`config.mk`:
```
export PLATFORM = sky130hd
export DESIGN_NAME = po_catalog_lexer_unit
export DESIGN_NICKNAME = d
export VERILOG_FILES = /design/src/pocl_pkg.sv /design/src/pocl_front.sv /design/src/pocl_cmd_queue.sv /design/src/pocl_back.sv /design/src/po_catalog_lexer_unit.sv
export SDC_FILE = /design/constraint.sdc
export NUM_CORES = 1
export LEC_CHECK = 0
export BUFFER_PORTS_ARGS = -buffer_cell sky130_fd_sc_hd__buf_2
export CAP_MARGIN = 20
export CORE_MARGIN = 5
export CORE_UTILIZATION = 42
export DETAILED_ROUTE_END_ITERATION = 8
export SETUP_SLACK_MARGIN = 0.05
export SLEW_MARGIN = 20
export SYNTH_ARGS = -nofsm -noshare
export SYNTH_HDL_FRONTEND = slang
export SYNTH_SLANG_ARGS = --single-unit
```
`constraint.sdc`:
```
create_clock -name clk -period 4.7 [get_ports clk]
set_input_delay 0.94 -clock clk [delete_from_list [all_inputs] [get_ports clk]]
set_output_delay 0.94 -clock clk [all_outputs]
set_load 0.02 [all_outputs]
```
`src/pocl_pkg.sv`:
```
// Shared types and constants of the PO catalog lexer.
package pocl_pkg;

  // Byte values that steer the tokenizer.
  localparam logic [7:0] BOM_LEAD  = 8'hEF;
  localparam logic [7:0] CH_HASH   = 8'h23;
  localparam logic [7:0] CH_QUOTE  = 8'h22;
  localparam logic [7:0] CH_BSLASH = 8'h5C;
  localparam logic [7:0] CH_N      = 8'h6E;
  localparam logic [7:0] CH_T      = 8'h74;
  localparam logic [7:0] CH_R      = 8'h72;
  localparam logic [7:0] CH_LF     = 8'h0A;
  localparam logic [7:0] CH_TAB    = 8'h09;
  localparam logic [7:0] CH_CR     = 8'h0D;
  localparam logic [7:0] CH_VT     = 8'h0B;
  localparam logic [7:0] CH_SPACE  = 8'h20;

  // Depth of the command queue between the front and back parts.
  localparam int CMDQ_DEPTH = 4;
  localparam int CMDQ_AW    = $clog2(CMDQ_DEPTH);
  localparam int CMDQ_CW    = $clog2(CMDQ_DEPTH + 1);

  // Result kinds.
  typedef enum logic [2:0] {
    KIND_KWBYTE  = 3'd0,
    KIND_STRBYTE = 3'd1,
    KIND_KWEND   = 3'd2,
    KIND_STREND  = 3'd3,
    KIND_INEND   = 3'd4
  } kind_t;

  // Lexer modes, one-hot.
  typedef enum logic [9:0] {
    MODE_START   = 10'b00_0000_0001,
    MODE_SKIP2   = 10'b00_0000_0010,
    MODE_SKIP1   = 10'b00_0000_0100,
    MODE_IDLE    = 10'b00_0000_1000,
    MODE_COMMENT = 10'b00_0001_0000,
    MODE_KEYWORD = 10'b00_0010_0000,
    MODE_STRING  = 10'b00_0100_0000,
    MODE_ESCAPE  = 10'b00_1000_0000,
    MODE_AFTER   = 10'b01_0000_0000,
    MODE_AFTCMT  = 10'b10_0000_0000
  } mode_t;

  // One result item without its last flag.
  typedef struct packed {
    kind_t      kind;
    logic [7:0] data;
    logic       subst;
    logic       uncl;
  } res_t;

  // Everything one input byte causes: a count of zero to three and the results.
  typedef struct packed {
    logic [1:0]       cnt;
    res_t [2:0]       res;
  } cmd_t;

  // Whitespace: space, tab, LF, VT, FF, CR.
  function automatic logic is_space(input logic [7:0] b);
    is_space = (b == CH_SPACE) || (b >= CH_TAB && b <= CH_CR);
  endfunction

endpackage

```
`src/pocl_front.sv`:
```
// Front part: runs the lexer state machine and turns each byte into a command.
module pocl_front (
  input  logic                clk,
  input  logic                rst_n,
  input  logic                accept,
  input  logic [7:0]          data_byte,
  input  logic                end_of_input,
  output logic                cmd_push,
  output pocl_pkg::cmd_t      cmd
);
  import pocl_pkg::*;

  mode_t mode_r, mode_nxt;
  mode_t idle_mode;
  logic  idle_emit;
  res_t  kw_res;

  // What a byte does when no token is open.
  always_comb begin
    idle_emit = 1'b0;
    kw_res    = '{kind: KIND_KWBYTE, data: data_byte, subst: 1'b0, uncl: 1'b0};
    priority if (data_byte == CH_HASH) begin
      idle_mode = MODE_COMMENT;
    end else if (is_space(data_byte)) begin
      idle_mode = MODE_IDLE;
    end else if (data_byte == CH_QUOTE) begin
      idle_mode = MODE_STRING;
    end else begin
      idle_mode = MODE_KEYWORD;
      idle_emit = 1'b1;
    end
  end

  // Next mode and the results for the current byte.
  always_comb begin
    res_t inend_res, strend_res, kwend_res, esc_res;
    inend_res  = '{kind: KIND_INEND,  data: 8'h00, subst: 1'b0, uncl: 1'b0};
    strend_res = '{kind: KIND_STREND, data: 8'h00, subst: 1'b0, uncl: 1'b0};
    kwend_res  = '{kind: KIND_KWEND,  data: 8'h00, subst: 1'b0, uncl: 1'b0};
    esc_res    = '{kind: KIND_STRBYTE, data: CH_SPACE, subst: 1'b1, uncl: 1'b0};
    mode_nxt   = mode_r;
    cmd        = '0;
    if (end_of_input) begin
      mode_nxt = MODE_START;
      unique case (mode_r)
        MODE_KEYWORD: begin
          cmd.res[0] = kwend_res;
          cmd.res[1] = inend_res;
          cmd.cnt    = 2'd2;
        end
        MODE_STRING: begin
          cmd.res[0]      = strend_res;
          cmd.res[0].uncl = 1'b1;
          cmd.res[1]      = inend_res;
          cmd.cnt         = 2'd2;
        end
        MODE_ESCAPE: begin
          cmd.res[0]      = esc_res;
          cmd.res[1]      = strend_res;
          cmd.res[1].uncl = 1'b1;
          cmd.res[2]      = inend_res;
          cmd.cnt         = 2'd3;
        end
        MODE_AFTER, MODE_AFTCMT: begin
          cmd.res[0] = strend_res;
          cmd.res[1] = inend_res;
          cmd.cnt    = 2'd2;
        end
        default: begin
          cmd.res[0] = inend_res;
          cmd.cnt    = 2'd1;
        end
      endcase
    end else begin
      unique case (mode_r)
        MODE_START: begin
          if (data_byte == BOM_LEAD) begin
            mode_nxt = MODE_SKIP2;
          end else begin
            mode_nxt   = idle_mode;
            cmd.res[0] = kw_res;
            cmd.cnt    = {1'b0, idle_emit};
          end
        end
        MODE_SKIP2: mode_nxt = MODE_SKIP1;
        MODE_SKIP1: mode_nxt = MODE_IDLE;
        MODE_COMMENT, MODE_AFTCMT: begin
          if (data_byte == CH_LF) begin
            mode_nxt = (mode_r == MODE_AFTCMT) ? MODE_AFTER : MODE_IDLE;
          end
        end
        MODE_KEYWORD: begin
          if (is_space(data_byte)) begin
            cmd.res[0] = kwend_res;
            mode_nxt   = MODE_IDLE;
          end else begin
            cmd.res[0] = kw_res;
          end
          cmd.cnt = 2'd1;
        end
        MODE_STRING: begin
          priority if (data_byte == CH_QUOTE) begin
            mode_nxt = MODE_AFTER;
          end else if (data_byte == CH_BSLASH) begin
            mode_nxt = MODE_ESCAPE;
          end else begin
            cmd.res[0]      = kw_res;
            cmd.res[0].kind = KIND_STRBYTE;
            cmd.cnt         = 2'd1;
          end
        end
        MODE_ESCAPE: begin
          // Known escapes decode, anything else becomes a flagged space.
          cmd.res[0]       = esc_res;
          cmd.res[0].subst = 1'b0;
          unique case (data_byte)
            CH_N:      cmd.res[0].data = CH_LF;
            CH_T:      cmd.res[0].data = CH_TAB;
            CH_R:      cmd.res[0].data = CH_CR;
            CH_QUOTE:  cmd.res[0].data = CH_QUOTE;
            CH_BSLASH: cmd.res[0].data = CH_BSLASH;
            default:   cmd.res[0].subst = 1'b1;
          endcase
          cmd.cnt  = 2'd1;
          mode_nxt = MODE_STRING;
        end
        MODE_AFTER: begin
          priority if (data_byte == CH_QUOTE) begin
            mode_nxt = MODE_STRING;
          end else if (data_byte == CH_HASH) begin
            mode_nxt = MODE_AFTCMT;
          end else if (!is_space(data_byte)) begin
            // A keyword byte straight after a closed string.
            cmd.res[0] = strend_res;
            cmd.res[1] = kw_res;
            cmd.cnt    = 2'd2;
            mode_nxt   = MODE_KEYWORD;
          end
        end
        default: begin
          mode_nxt   = idle_mode;
          cmd.res[0] = kw_res;
          cmd.cnt    = {1'b0, idle_emit};
        end
      endcase
    end
  end

  assign cmd_push = accept && (cmd.cnt != 2'd0);

  // Mode register.
  always_ff @(posedge clk) begin
    if (!rst_n) begin
      mode_r <= MODE_START;
    end else if (accept) begin
      mode_r <= mode_nxt;
    end
  end

  // An input end always leaves the lexer at the start of a file.
  assert property (@(posedge clk) disable iff (!rst_n)
    accept && end_of_input |=> mode_r == MODE_START)
    else $error("mode not back at start after input end");

  // An input end always produces at least one result.
  assert property (@(posedge clk) disable iff (!rst_n)
    accept && end_of_input |-> cmd_push)
    else $error("input end without a command");

  // The mode register stays one-hot.
  assert property (@(posedge clk) disable iff (!rst_n) $onehot(mode_r))
    else $error("mode register not one-hot");

endmodule

```
`src/pocl_cmd_queue.sv`:
```
// Short queue of commands between the front and back parts.
module pocl_cmd_queue (
  input  logic           clk,
  input  logic           rst_n,
  input  logic           wr_en,
  input  pocl_pkg::cmd_t wr_cmd,
  input  logic           rd_en,
  output pocl_pkg::cmd_t rd_cmd,
  output logic           not_empty,
  output logic           full
);
  import pocl_pkg::*;

  cmd_t                 entry_r [CMDQ_DEPTH];
  logic [CMDQ_AW-1:0]   wr_ptr_r, rd_ptr_r;
  logic [CMDQ_CW-1:0]   count_r, count_nxt;

  assign rd_cmd    = entry_r[rd_ptr_r];
  assign not_empty = (count_r != '0);
  assign full      = (count_r == CMDQ_CW'(CMDQ_DEPTH));

  always_comb begin
    count_nxt = count_r;
    if (wr_en && !rd_en) begin
      count_nxt = count_r + 1'b1;
    end else if (rd_en && !wr_en) begin
      count_nxt = count_r - 1'b1;
    end
  end

  // Storage; no reset needed on the payload.
  always_ff @(posedge clk) begin
    if (wr_en) begin
      entry_r[wr_ptr_r] <= wr_cmd;
    end
  end

  // Pointers and fill count.
  always_ff @(posedge clk) begin
    if (!rst_n) begin
      wr_ptr_r <= '0;
      rd_ptr_r <= '0;
      count_r  <= '0;
    end else begin
      if (wr_en) wr_ptr_r <= wr_ptr_r + 1'b1;
      if (rd_en) rd_ptr_r <= rd_ptr_r + 1'b1;
      count_r <= count_nxt;
    end
  end

  assert property (@(posedge clk) disable iff (!rst_n)
    count_r <= CMDQ_CW'(CMDQ_DEPTH))
    else $error("command queue over-filled");

  assert property (@(posedge clk) disable iff (!rst_n) wr_en |-> !full)
    else $error("write into full command queue");

  assert property (@(posedge clk) disable iff (!rst_n) rd_en |-> not_empty)
    else $error("read from empty command queue");

endmodule

```
`src/pocl_back.sv`:
```
// Back part: expands each command into result items through an output register.
module pocl_back (
  input  logic              clk,
  input  logic              rst_n,
  input  pocl_pkg::cmd_t    head,
  input  logic              head_valid,
  output logic              head_pop,
  input  logic              pop,
  output logic              empty,
  output pocl_pkg::res_t    out_res,
  output logic              out_last
);
  import pocl_pkg::*;

  logic [1:0] idx_r;
  logic       valid_r;
  res_t       res_r;
  logic       last_r;
  logic       can_load, load, is_last;

  assign can_load = !valid_r || pop;
  assign load     = can_load && head_valid;
  assign is_last  = (idx_r == head.cnt - 2'd1);
  assign head_pop = load && is_last;

  assign empty    = !valid_r;
  assign out_res  = res_r;
  assign out_last = last_r;

  // Output register payload.
  always_ff @(posedge clk) begin
    if (load) begin
      res_r  <= head.res[idx_r];
      last_r <= is_last;
    end
  end

  // Control: output valid and position within the current command.
  always_ff @(posedge clk) begin
    if (!rst_n) begin
      valid_r <= 1'b0;
      idx_r   <= 2'd0;
    end else begin
      if (load) begin
        valid_r <= 1'b1;
        idx_r   <= is_last ? 2'd0 : idx_r + 2'd1;
      end else if (pop) begin
        valid_r <= 1'b0;
      end
    end
  end

  assert property (@(posedge clk) disable iff (!rst_n)
    head_valid |-> idx_r < head.cnt)
    else $error("result index beyond command count");

  assert property (@(posedge clk) disable iff (!rst_n)
    valid_r && res_r.kind == KIND_INEND |-> last_r)
    else $error("input end not marked last");

  assert property (@(posedge clk) disable iff (!rst_n)
    valid_r |-> res_r.kind <= KIND_INEND)
    else $error("invalid result kind");

endmodule

```
`src/po_catalog_lexer_unit.sv`:
```
// Top level of the PO catalog lexer.
// Takes one catalog byte, or an end-of-input mark, per transaction and emits
// keyword bytes, string bytes, token ends and an input end, each result with
// a last flag on the final result caused by its input byte. A byte is accepted
// in every cycle while the four-entry command queue between the lexer state
// machine and the result stage has room; results leave one per cycle while
// the receiver pops, so a byte that causes two or three results holds the
// result side for each of them, and the result stage sets the sustained rate.
// Its first result passes through the command queue and the output register.
module po_catalog_lexer_unit (
  input  logic        clk,
  input  logic        rst_n,
  input  logic        push,
  output logic        full,
  input  logic [7:0]  in_data_byte,
  input  logic        in_end_of_input,
  output logic        empty,
  input  logic        pop,
  output logic [2:0]  out_kind,
  output logic [7:0]  out_out_byte,
  output logic        out_substituted,
  output logic        out_unclosed,
  output logic        out_last
);
  import pocl_pkg::*;

  logic accept, cmd_push, head_valid, head_pop;
  cmd_t cmd, head;
  res_t res;

  assign accept = push && !full;

  // Lexer state machine.
  pocl_front u_front (
    .clk          (clk),
    .rst_n        (rst_n),
    .accept       (accept),
    .data_byte    (in_data_byte),
    .end_of_input (in_end_of_input),
    .cmd_push     (cmd_push),
    .cmd          (cmd)
  );

  // Decoupling queue.
  pocl_cmd_queue u_queue (
    .clk       (clk),
    .rst_n     (rst_n),
    .wr_en     (cmd_push),
    .wr_cmd    (cmd),
    .rd_en     (head_pop),
    .rd_cmd    (head),
    .not_empty (head_valid),
    .full      (full)
  );

  // Result stage.
  pocl_back u_back (
    .clk        (clk),
    .rst_n      (rst_n),
    .head       (head),
    .head_valid (head_valid),
    .head_pop   (head_pop),
    .pop        (pop),
    .empty      (empty),
    .out_res    (res),
    .out_last   (out_last)
  );

  assign out_kind        = res.kind;
  assign out_out_byte    = res.data;
  assign out_substituted = res.subst;
  assign out_unclosed    = res.uncl;

endmodule

```
==> results of run 1 <==
## through the flow
| step | hold slack [ns] | cell area, um^2 | util, % |
|---|---|---|---|
| finish | 0.484 | 7060 | 48.6 |
| global route | 0.521 | 7060 | 48.6 |
| CTS | 0.485 | 7060 | 48.6 |
| detailed placement | 0.479 | 6510 | 44.8 |
| global placement | 0.464 | 6510 | 44.8 |
| floorplan | 0.454 | 6240 | - |
## path summary, 6_finish.rpt
| kind | from | endpoint | slack (ns) | depth (start not counted) |
|---|---|---|---|---|
| setup / recovery | in_data_byte[3] | u_queue.count_r[2] | 1.05 | 13 |
| setup reg to reg | u_front.mode_r[9] | u_queue.count_r[2] | 1.15 | 12 |
| hold reg to reg | u_back.valid_r | u_back.valid_r | 0.48 | 2 |
| hold / removal | u_back.valid_r | u_back.valid_r | 0.48 | 2 |
## area by class of cell
| class | instances | area [um^2] | area share [%] |
|---|---|---|---|
| inverter | 11 | 41.3 | 0.585 |
| tap | 184 | 230 | 3.26 |
| timing repair buffer | 35 | 193 | 2.73 |
| clock inverter | 15 | 126 | 1.79 |
| sequential | 136 | 3860 | 54.7 |
| multi-input combinational | 271 | 2180 | 30.9 |
| clock buffer | 17 | 425 | 6.02 |
## critical path, cell delays in order
cell and delay (ns):
buf_2 0.20, and4bb_2 0.29, and2_1 0.18, nor2_1 0.28
nand2_2 0.15, a21oi_2 0.26, o21ba_1 0.31, ha_1 0.22
inv_1 0.06, fa_1 0.43, xor2_1 0.15, or3_1 0.30
a21boi_0 0.20
## metal layers
layer  global-route usage, %  wire length [um]
met5                       0                 0
met4                    5.31               130
met3                    4.50               449
met2                    23.1              5890
met1                    19.4              5610
## power groups by stage
stage	clock [W]	sequential [W]	combinational, W
3_5_place_dp	0	0.00169	0.000929
6_report	0.00123	0.00166	0.000909
3_3_place_gp	0	0.00168	0.000917
5_1_grt	0.00132	0.00169	0.00101
2_1_floorplan	0	0.00172	0.000653
4_1_cts	0.00126	0.00167	0.000931
## cell families (layout without fill, tap and decap cells)
kind of cell / after synthesis / count (layout) / share of synthesized area (%)
XOR/XNOR: 10 / 10 / 1.40
AO/OA/AOI/OAI: 64 / 64 / 7.35
multiplexers: 38 / 38 / 11.0
flip-flops: 136 / 136 / 61.9
AND/OR/NAND/NOR: 153 / 153 / 13.9
adder cells (fa/ha/maj): 6 / 6 / 1.32
buffers and inverters: 39 / 78 / 3.19
## registers in the layout (all words and copies together), names as in the netlist, named ones only
signal            flops
u_back.out_res       13
u_queue.wr_ptr_r      2
u_back.idx_r          2
u_front.mode_r       10
u_queue.rd_ptr_r      2
u_queue.count_r       3
u_back.valid_r        1
u_back.out_last       1
u_queue.entry_r     100
## placed cells by master (no fill, tap or decap), drive strengths merged, types with 15 or more instances in the layout
cell type  instances
mux4              24
nand2             34
dfxtp             22
o21ai             16
buf               35
nor2              32
a21oi             16
inv               15
and2              17
edfxtp           114
clkbuf            17
==> reports/results.ini, run 1 <==
[status]
status=finished clean

[synthesis]
synth_area_per_cell_um2=14.0
syn_area_um2=6240
synth-edff-count=114
yosys-top-cells-count=114 x edfxtp_1, 32 x nand2_1, 31 x nor2_1, 24 x mux4_2, 22 x dfxtp_1
synth_top_cell_by_area=edfxtp_1
ys_seq_elements=136
synth-warning-count=0
synth_cell_types=68
synth_flop_cell=edfxtp_1
seq_area_frac_synth_pct=61.9
synthArstFlopShare_pct=0
synth_fp_nets=465
yosys-top-cells-area=edfxtp_1 55%, mux4_2 8.7%, dfxtp_1 7.1%
synth_top_cell_area_share_pct=54.8
synthCells=446
yosysMostFrequentCell=edfxtp_1

[sta]
relSlewSlack_pct=49.4
fmax_ghz=0.274
clock-skew-final_ns=0.0144
setup-tns-final_ns=0
period_needed_ns=3.65
rsz0062_at_grt=false
drv_slew=0
min_period_over_period_pct=77.7
tightest_slew_ns=0.759
finalHoldViolations=0
setup_viol=0
timing.final.ws_setup_ns=1.05

[routing]
final_antenna_net_count=0
dr_total_vias=3633
drcViolationCount=0
dr.pass1.iters=5
viasPerCell=5.43
wirelength_um=12100
wl_per_cell_um=18.1
drt-initial-drc-count=293

[cells_and_area]
nNetsFinal=491
drive_above_1_share_pct=22.3
diodes=0
fillers=1297
area_growth_pct=13.1
layoutNonFillerInstCount=669

[global_routing]
gr-total-overflow=0
grt_max_degree=26
grt_first_pass_wirelength_um=20000
grt_use_total_pct=14.7
grt_pass1_vias=3764
grt_antenna_before_repair=0

[floorplan]
boundaryPins=29
die-area_um2=17400
rows=44
fp.dieH_um=132
start_util_pct=43.0
die_w_um=132
coreArea_um2=14500

[pwr]
p_total_w=0.00380
p_leak_nw=2.44
power_frac_seq_pct=43.7
p_int_w=0.00269
vdd_drop_max_mv=0.243
p_comb_share_pct=23.9
p_per_area_nw_per_um2=538
p_clk_share_pct=32.4
switchingPower_w=0.00111
swShare_pct=29.3

[cts]
root_buffer=clkbuf_16
tritoncts=yes
cts_made_buffers=17
cts-resized-gates=0
ctsHtreeMaxLevel=4
clkTransAtPathRegs_ns=0.06
cts_sinks=136
post-cts-setup-buffers=0
cts_hold_buf=0
clock_latency_ns=0.42
cts_max_path_buffers=2

[placed_design]
dp.cells=637
port_buffers=28
dp_slack_ns=0.568
dpl.hpwl_um=8050
gp_congestion=0.889

[flow_run]
max_cap_violations=0

[worst_setup_path]
worstSetupEndpointType=register
critical_path_class=in -> reg
cp_data_arrival_time_ns=3.98
crit_path_start_kind=primary input
required_ns=5.03
path_max_fanout=12

[min_path]
hp-class=reg -> reg

Power figures use the tool's default switching activity.
==> inputs of run 2 (changes only) <==
clock period = 3.45 ns   (was 4.7 ns; I/O delays follow)
==> reports/results.ini, run 2 (synthesis gave the netlist of run 1 again) <==
[status]
status=finished clean

[cts]
root_buffer=clkbuf_16
cts_max_path_buffers=2
cts_made_buffers=17
tritoncts=yes
clock_latency_ns=0.41
clkTransAtPathRegs_ns=0.06
cts_hold_buf=0
ctsHtreeMaxLevel=4
cts_sinks=136

[global_routing]
grt_first_pass_wirelength_um=20600
grt_max_degree=26
gr-total-overflow=0
grt_antenna_before_repair=0
grt_use_total_pct=15.2
grt_pass1_vias=3857

[sta]
drv_slew=0
tightest_slew_ns=0.659
period_needed_ns=3.16
setup-tns-final_ns=0
clock-skew-final_ns=0.00913
min_period_over_period_pct=91.5
relSlewSlack_pct=55.4
fmax_ghz=0.317
timing.final.ws_setup_ns=0.293
rsz0062_at_grt=false
finalHoldViolations=0
setup_viol=0

[routing]
viasPerCell=5.40
drcViolationCount=0
wl_per_cell_um=18.1
wirelength_um=12500
dr_total_vias=3728
final_antenna_net_count=0
drt-initial-drc-count=285
dr.pass1.iters=4

[worst_setup_path]
path_max_fanout=8
critical_path_class=reg -> reg
cp_data_arrival_time_ns=3.49
worstSetupEndpointType=register
crit_path_start_kind=register
required_ns=3.78

[placed_design]
post_dp_cell_area_um2=6720
dpl.hpwl_um=8410
port_buffers=28
dp_slack_ns=-0.0453
gp_congestion=0.914

[cells_and_area]
area_growth_pct=17.1
largest_reg_flops=100
design_area_um2=7310
drive_above_1_share_pct=26.1
diodes=0
mostFrequentLayoutCells=114 x edfxtp_1, 32 x nand2_1, 31 x nor2_1
nNetsFinal=512
regMostFlops=u_queue.entry_r
layout_commonest_cell=edfxtp_1

[floorplan]
die-area_um2=17400
die_w_um=132
coreArea_um2=14500
start_util_pct=43.0
rows=44
fp.dieH_um=132
boundaryPins=29

[pwr]
vdd_drop_max_mv=0.324
p_per_area_nw_per_um2=730
p_leak_nw=2.58

[min_path]
hp-class=reg -> reg

[flow_run]
max_cap_violations=0

-- run 2: cell count changes in the layout (fill, tap and decap cells not counted), sizes merged --
cell,delta
buf,+21
inv,-4
bufinv,+2
clkbuf,+2
clkinv,+2
clkinvlp,-2
-- run 2: worst paths after layout --
check	start	endpoint	slack, ns	cells after the start
worst max-delay path	u_front.mode_r[2]	u_queue.count_r[2]	0.29	12
worst min-delay path	u_back.valid_r	u_back.valid_r	0.49	2
worst max register to register	u_front.mode_r[2]	u_queue.count_r[2]	0.29	12
worst min register to register	u_back.valid_r	u_back.valid_r	0.49	2
-- run 2: through the flow --
stage / hold slack, ns / power (W) / utilization [%] / instances
2_1_floorplan: 0.454 / 0.00323 / - / 446
3_3_place_gp: 0.465 / 0.00359 / 46.2 / 658
3_5_place_dp: 0.483 / 0.00363 / 46.2 / 658
4_1_cts: 0.493 / 0.00542 / 50.3 / 690
5_1_grt: 0.511 / 0.00563 / 50.3 / 690
6_report: 0.488 / 0.00534 / 50.3 / 690
-- run 2: report_power, final --
| group | switching (W) | internal [W] | leakage, nW |
|---|---|---|---|
| combinational | 0.000760 | 0.000591 | 1.03 |
| clock | 0.000638 | 0.00113 | 0.284 |
| sequential | 0.0000922 | 0.00213 | 1.26 |
| total | 0.00149 | 0.00385 | 2.58 |
-- run 2: worst max-delay path, cell delays in order (launching register included) --
cell,delay [ns]
dfxtp_1,0.38
nor3_2,0.36
nand2_1,0.17
a211o_1,0.29
and3_1,0.24
a21oi_2,0.15
o21ba_1,0.19
ha_1,0.18
inv_1,0.06
fa_1,0.43
xor2_1,0.16
or3_1,0.30
a21boi_0,0.16
-- run 2: layout make-up --
class                   count  area (um^2)
fillers                  1254         7220
flip-flops and latches    136         3870
multi-input cells         271         2190
clock buffers              19          433
repair buffers             56          400
well taps                 184          230
clock inverters            13          155
inverters                  11         41.3
-- run 2: metal layers --
metal  up-vias  part of all wire, %  track usage [%]
met5         -                    0                0
met4         0                 0.94             4.97
met2        79                   50             24.6
met1      1849                   44             19.6
met3        10                  4.6             4.47
li1       1790                    -                -
-- run 2: what timing repair did --
action,in CTS,in global routing
hold endpoints to repair,0,0
endpoints found under the setup margin,0,1
gates resized for setup,0,2
buffers inserted,0,0
==> inputs of run 3 (changes only) <==
CORE_UTILIZATION = 50   (was 42)
PLACE_DENSITY = 0.67   (was not set)
==> reports/results.ini, run 3 (synthesis gave the netlist of run 1 again) <==
[status]
status=finished clean

[floorplan]
die_w_um=122
die-area_um2=14800
boundaryPins=29
fp.dieH_um=122
start_util_pct=51.6
coreArea_um2=12100
rows=40

[cts]
post-cts-setup-buffers=0
cts_max_path_buffers=2
root_buffer=clkbuf_16
cts-resized-gates=0
clkTransAtPathRegs_ns=0.06
cts_made_buffers=17
cts_sinks=136
cts_hold_buf=0
clock_latency_ns=0.41
ctsHtreeMaxLevel=4
tritoncts=yes

[worst_setup_path]
worstSetupEndpointType=register
cp_data_arrival_time_ns=3.52
path_max_fanout=8
required_ns=3.78
critical_path_class=reg -> reg
crit_path_start_kind=register

[sta]
relSlewSlack_pct=59.9
holdWs_ns=0.488
min_period_over_period_pct=92.6
clock-skew-final_ns=0.00647
finalHoldViolations=0
fmax_ghz=0.313
timing.final.ws_setup_ns=0.255
drv_slew=0
setup_viol=0
tightest_slew_ns=0.593
period_needed_ns=3.20
rsz0062_at_grt=false

[routing]
wl_per_cell_um=18.2
drt-initial-drc-count=276
dr_total_vias=3768
dr.pass1.iters=5
drcViolationCount=0
wirelength_um=12300
final_antenna_net_count=0
viasPerCell=5.55

[pwr]
p_per_area_nw_per_um2=720
vdd_drop_max_mv=0.329
p_leak_nw=2.59

[cells_and_area]
diodes=0
largest_reg_flops=100
postLayoutCoreUtil_pct=60.4
area_growth_pct=17.1
drive_above_1_share_pct=27.4
nNetsFinal=517
layoutNonFillerInstCount=679
regMostFlops=u_queue.entry_r
layout_commonest_cell=edfxtp_1
mostFrequentLayoutCells=114 x edfxtp_1, 32 x nand2_1, 31 x nor2_1

[placed_design]
gp_congestion=0.892
port_buffers=28
dpl.hpwl_um=8360
dp.cells=647
dp_slack_ns=-0.0630

[global_routing]
grt_max_degree=26
gr-total-overflow=0
grt_antenna_before_repair=0
grt_pass1_vias=3814
grt_first_pass_wirelength_um=20000
grt_use_total_pct=18.0

[min_path]
hp-class=reg -> reg

[flow_run]
max_cap_violations=0

[run 3: layout make-up]
cell class,instances,area (um^2)
Multi-Input combinational cell,271,2200
Clock buffer,19,433
Clock inverter,13,121
Tap cell,168,210
Fill cell,957,4800
Timing Repair Buffer,61,438
Sequential cell,136,3870
Inverter,11,41.3
[run 3: critical path: stages (launching register included)]
cell and delay [ns]:
dfxtp_1 0.49, nor2_1 0.13, a21boi_0 0.34, a211oi_2 0.12
a211oi_1 0.26, buf_4 0.16, o21a_1 0.14, o21ba_1 0.16
ha_1 0.17, inv_1 0.06, fa_1 0.43, xor2_1 0.16
or3_1 0.30, a21boi_0 0.18
[run 3: power breakdown]
| part | switching (W) | internal, W | total, W |
|---|---|---|---|
| Clock | 0.000679 | 0.000998 | 0.00168 |
| Combinational | 0.000755 | 0.000607 | 0.00136 |
| Sequential | 0.0000976 | 0.00213 | 0.00222 |
| Total | 0.00153 | 0.00373 | 0.00526 |
[run 3: final timing paths]
path / slack [ns] / to / cells after the start / startpoint
worst max-delay path: 0.25 / u_queue.count_r[2] / 13 / u_front.mode_r[7]
worst min-delay path: 0.49 / u_back.valid_r / 2 / u_back.valid_r
worst max register to register: 0.25 / u_queue.count_r[2] / 13 / u_front.mode_r[7]
worst min register to register: 0.49 / u_back.valid_r / 2 / u_back.valid_r
[run 3: metrics by stage]
step | power, W | setup TNS (ns) | instance area (um^2)
2_1_floorplan | 0.00323 | 0 | 6240
3_3_place_gp | 0.00360 | 0 | 6740
3_5_place_dp | 0.00363 | -0.0630 | 6740
4_1_cts | 0.00532 | 0 | 7290
5_1_grt | 0.00554 | 0 | 7310
6_report | 0.00526 | 0 | 7310
[run 3: per-layer routing]
| layer | global-route usage [%] | wire [um] |
|---|---|---|
| met5 | 0 | 0 |
| met4 | 4.90 | 82 |
| met3 | 4.87 | 599 |
| met2 | 29.9 | 6240 |
| met1 | 23.4 | 5430 |
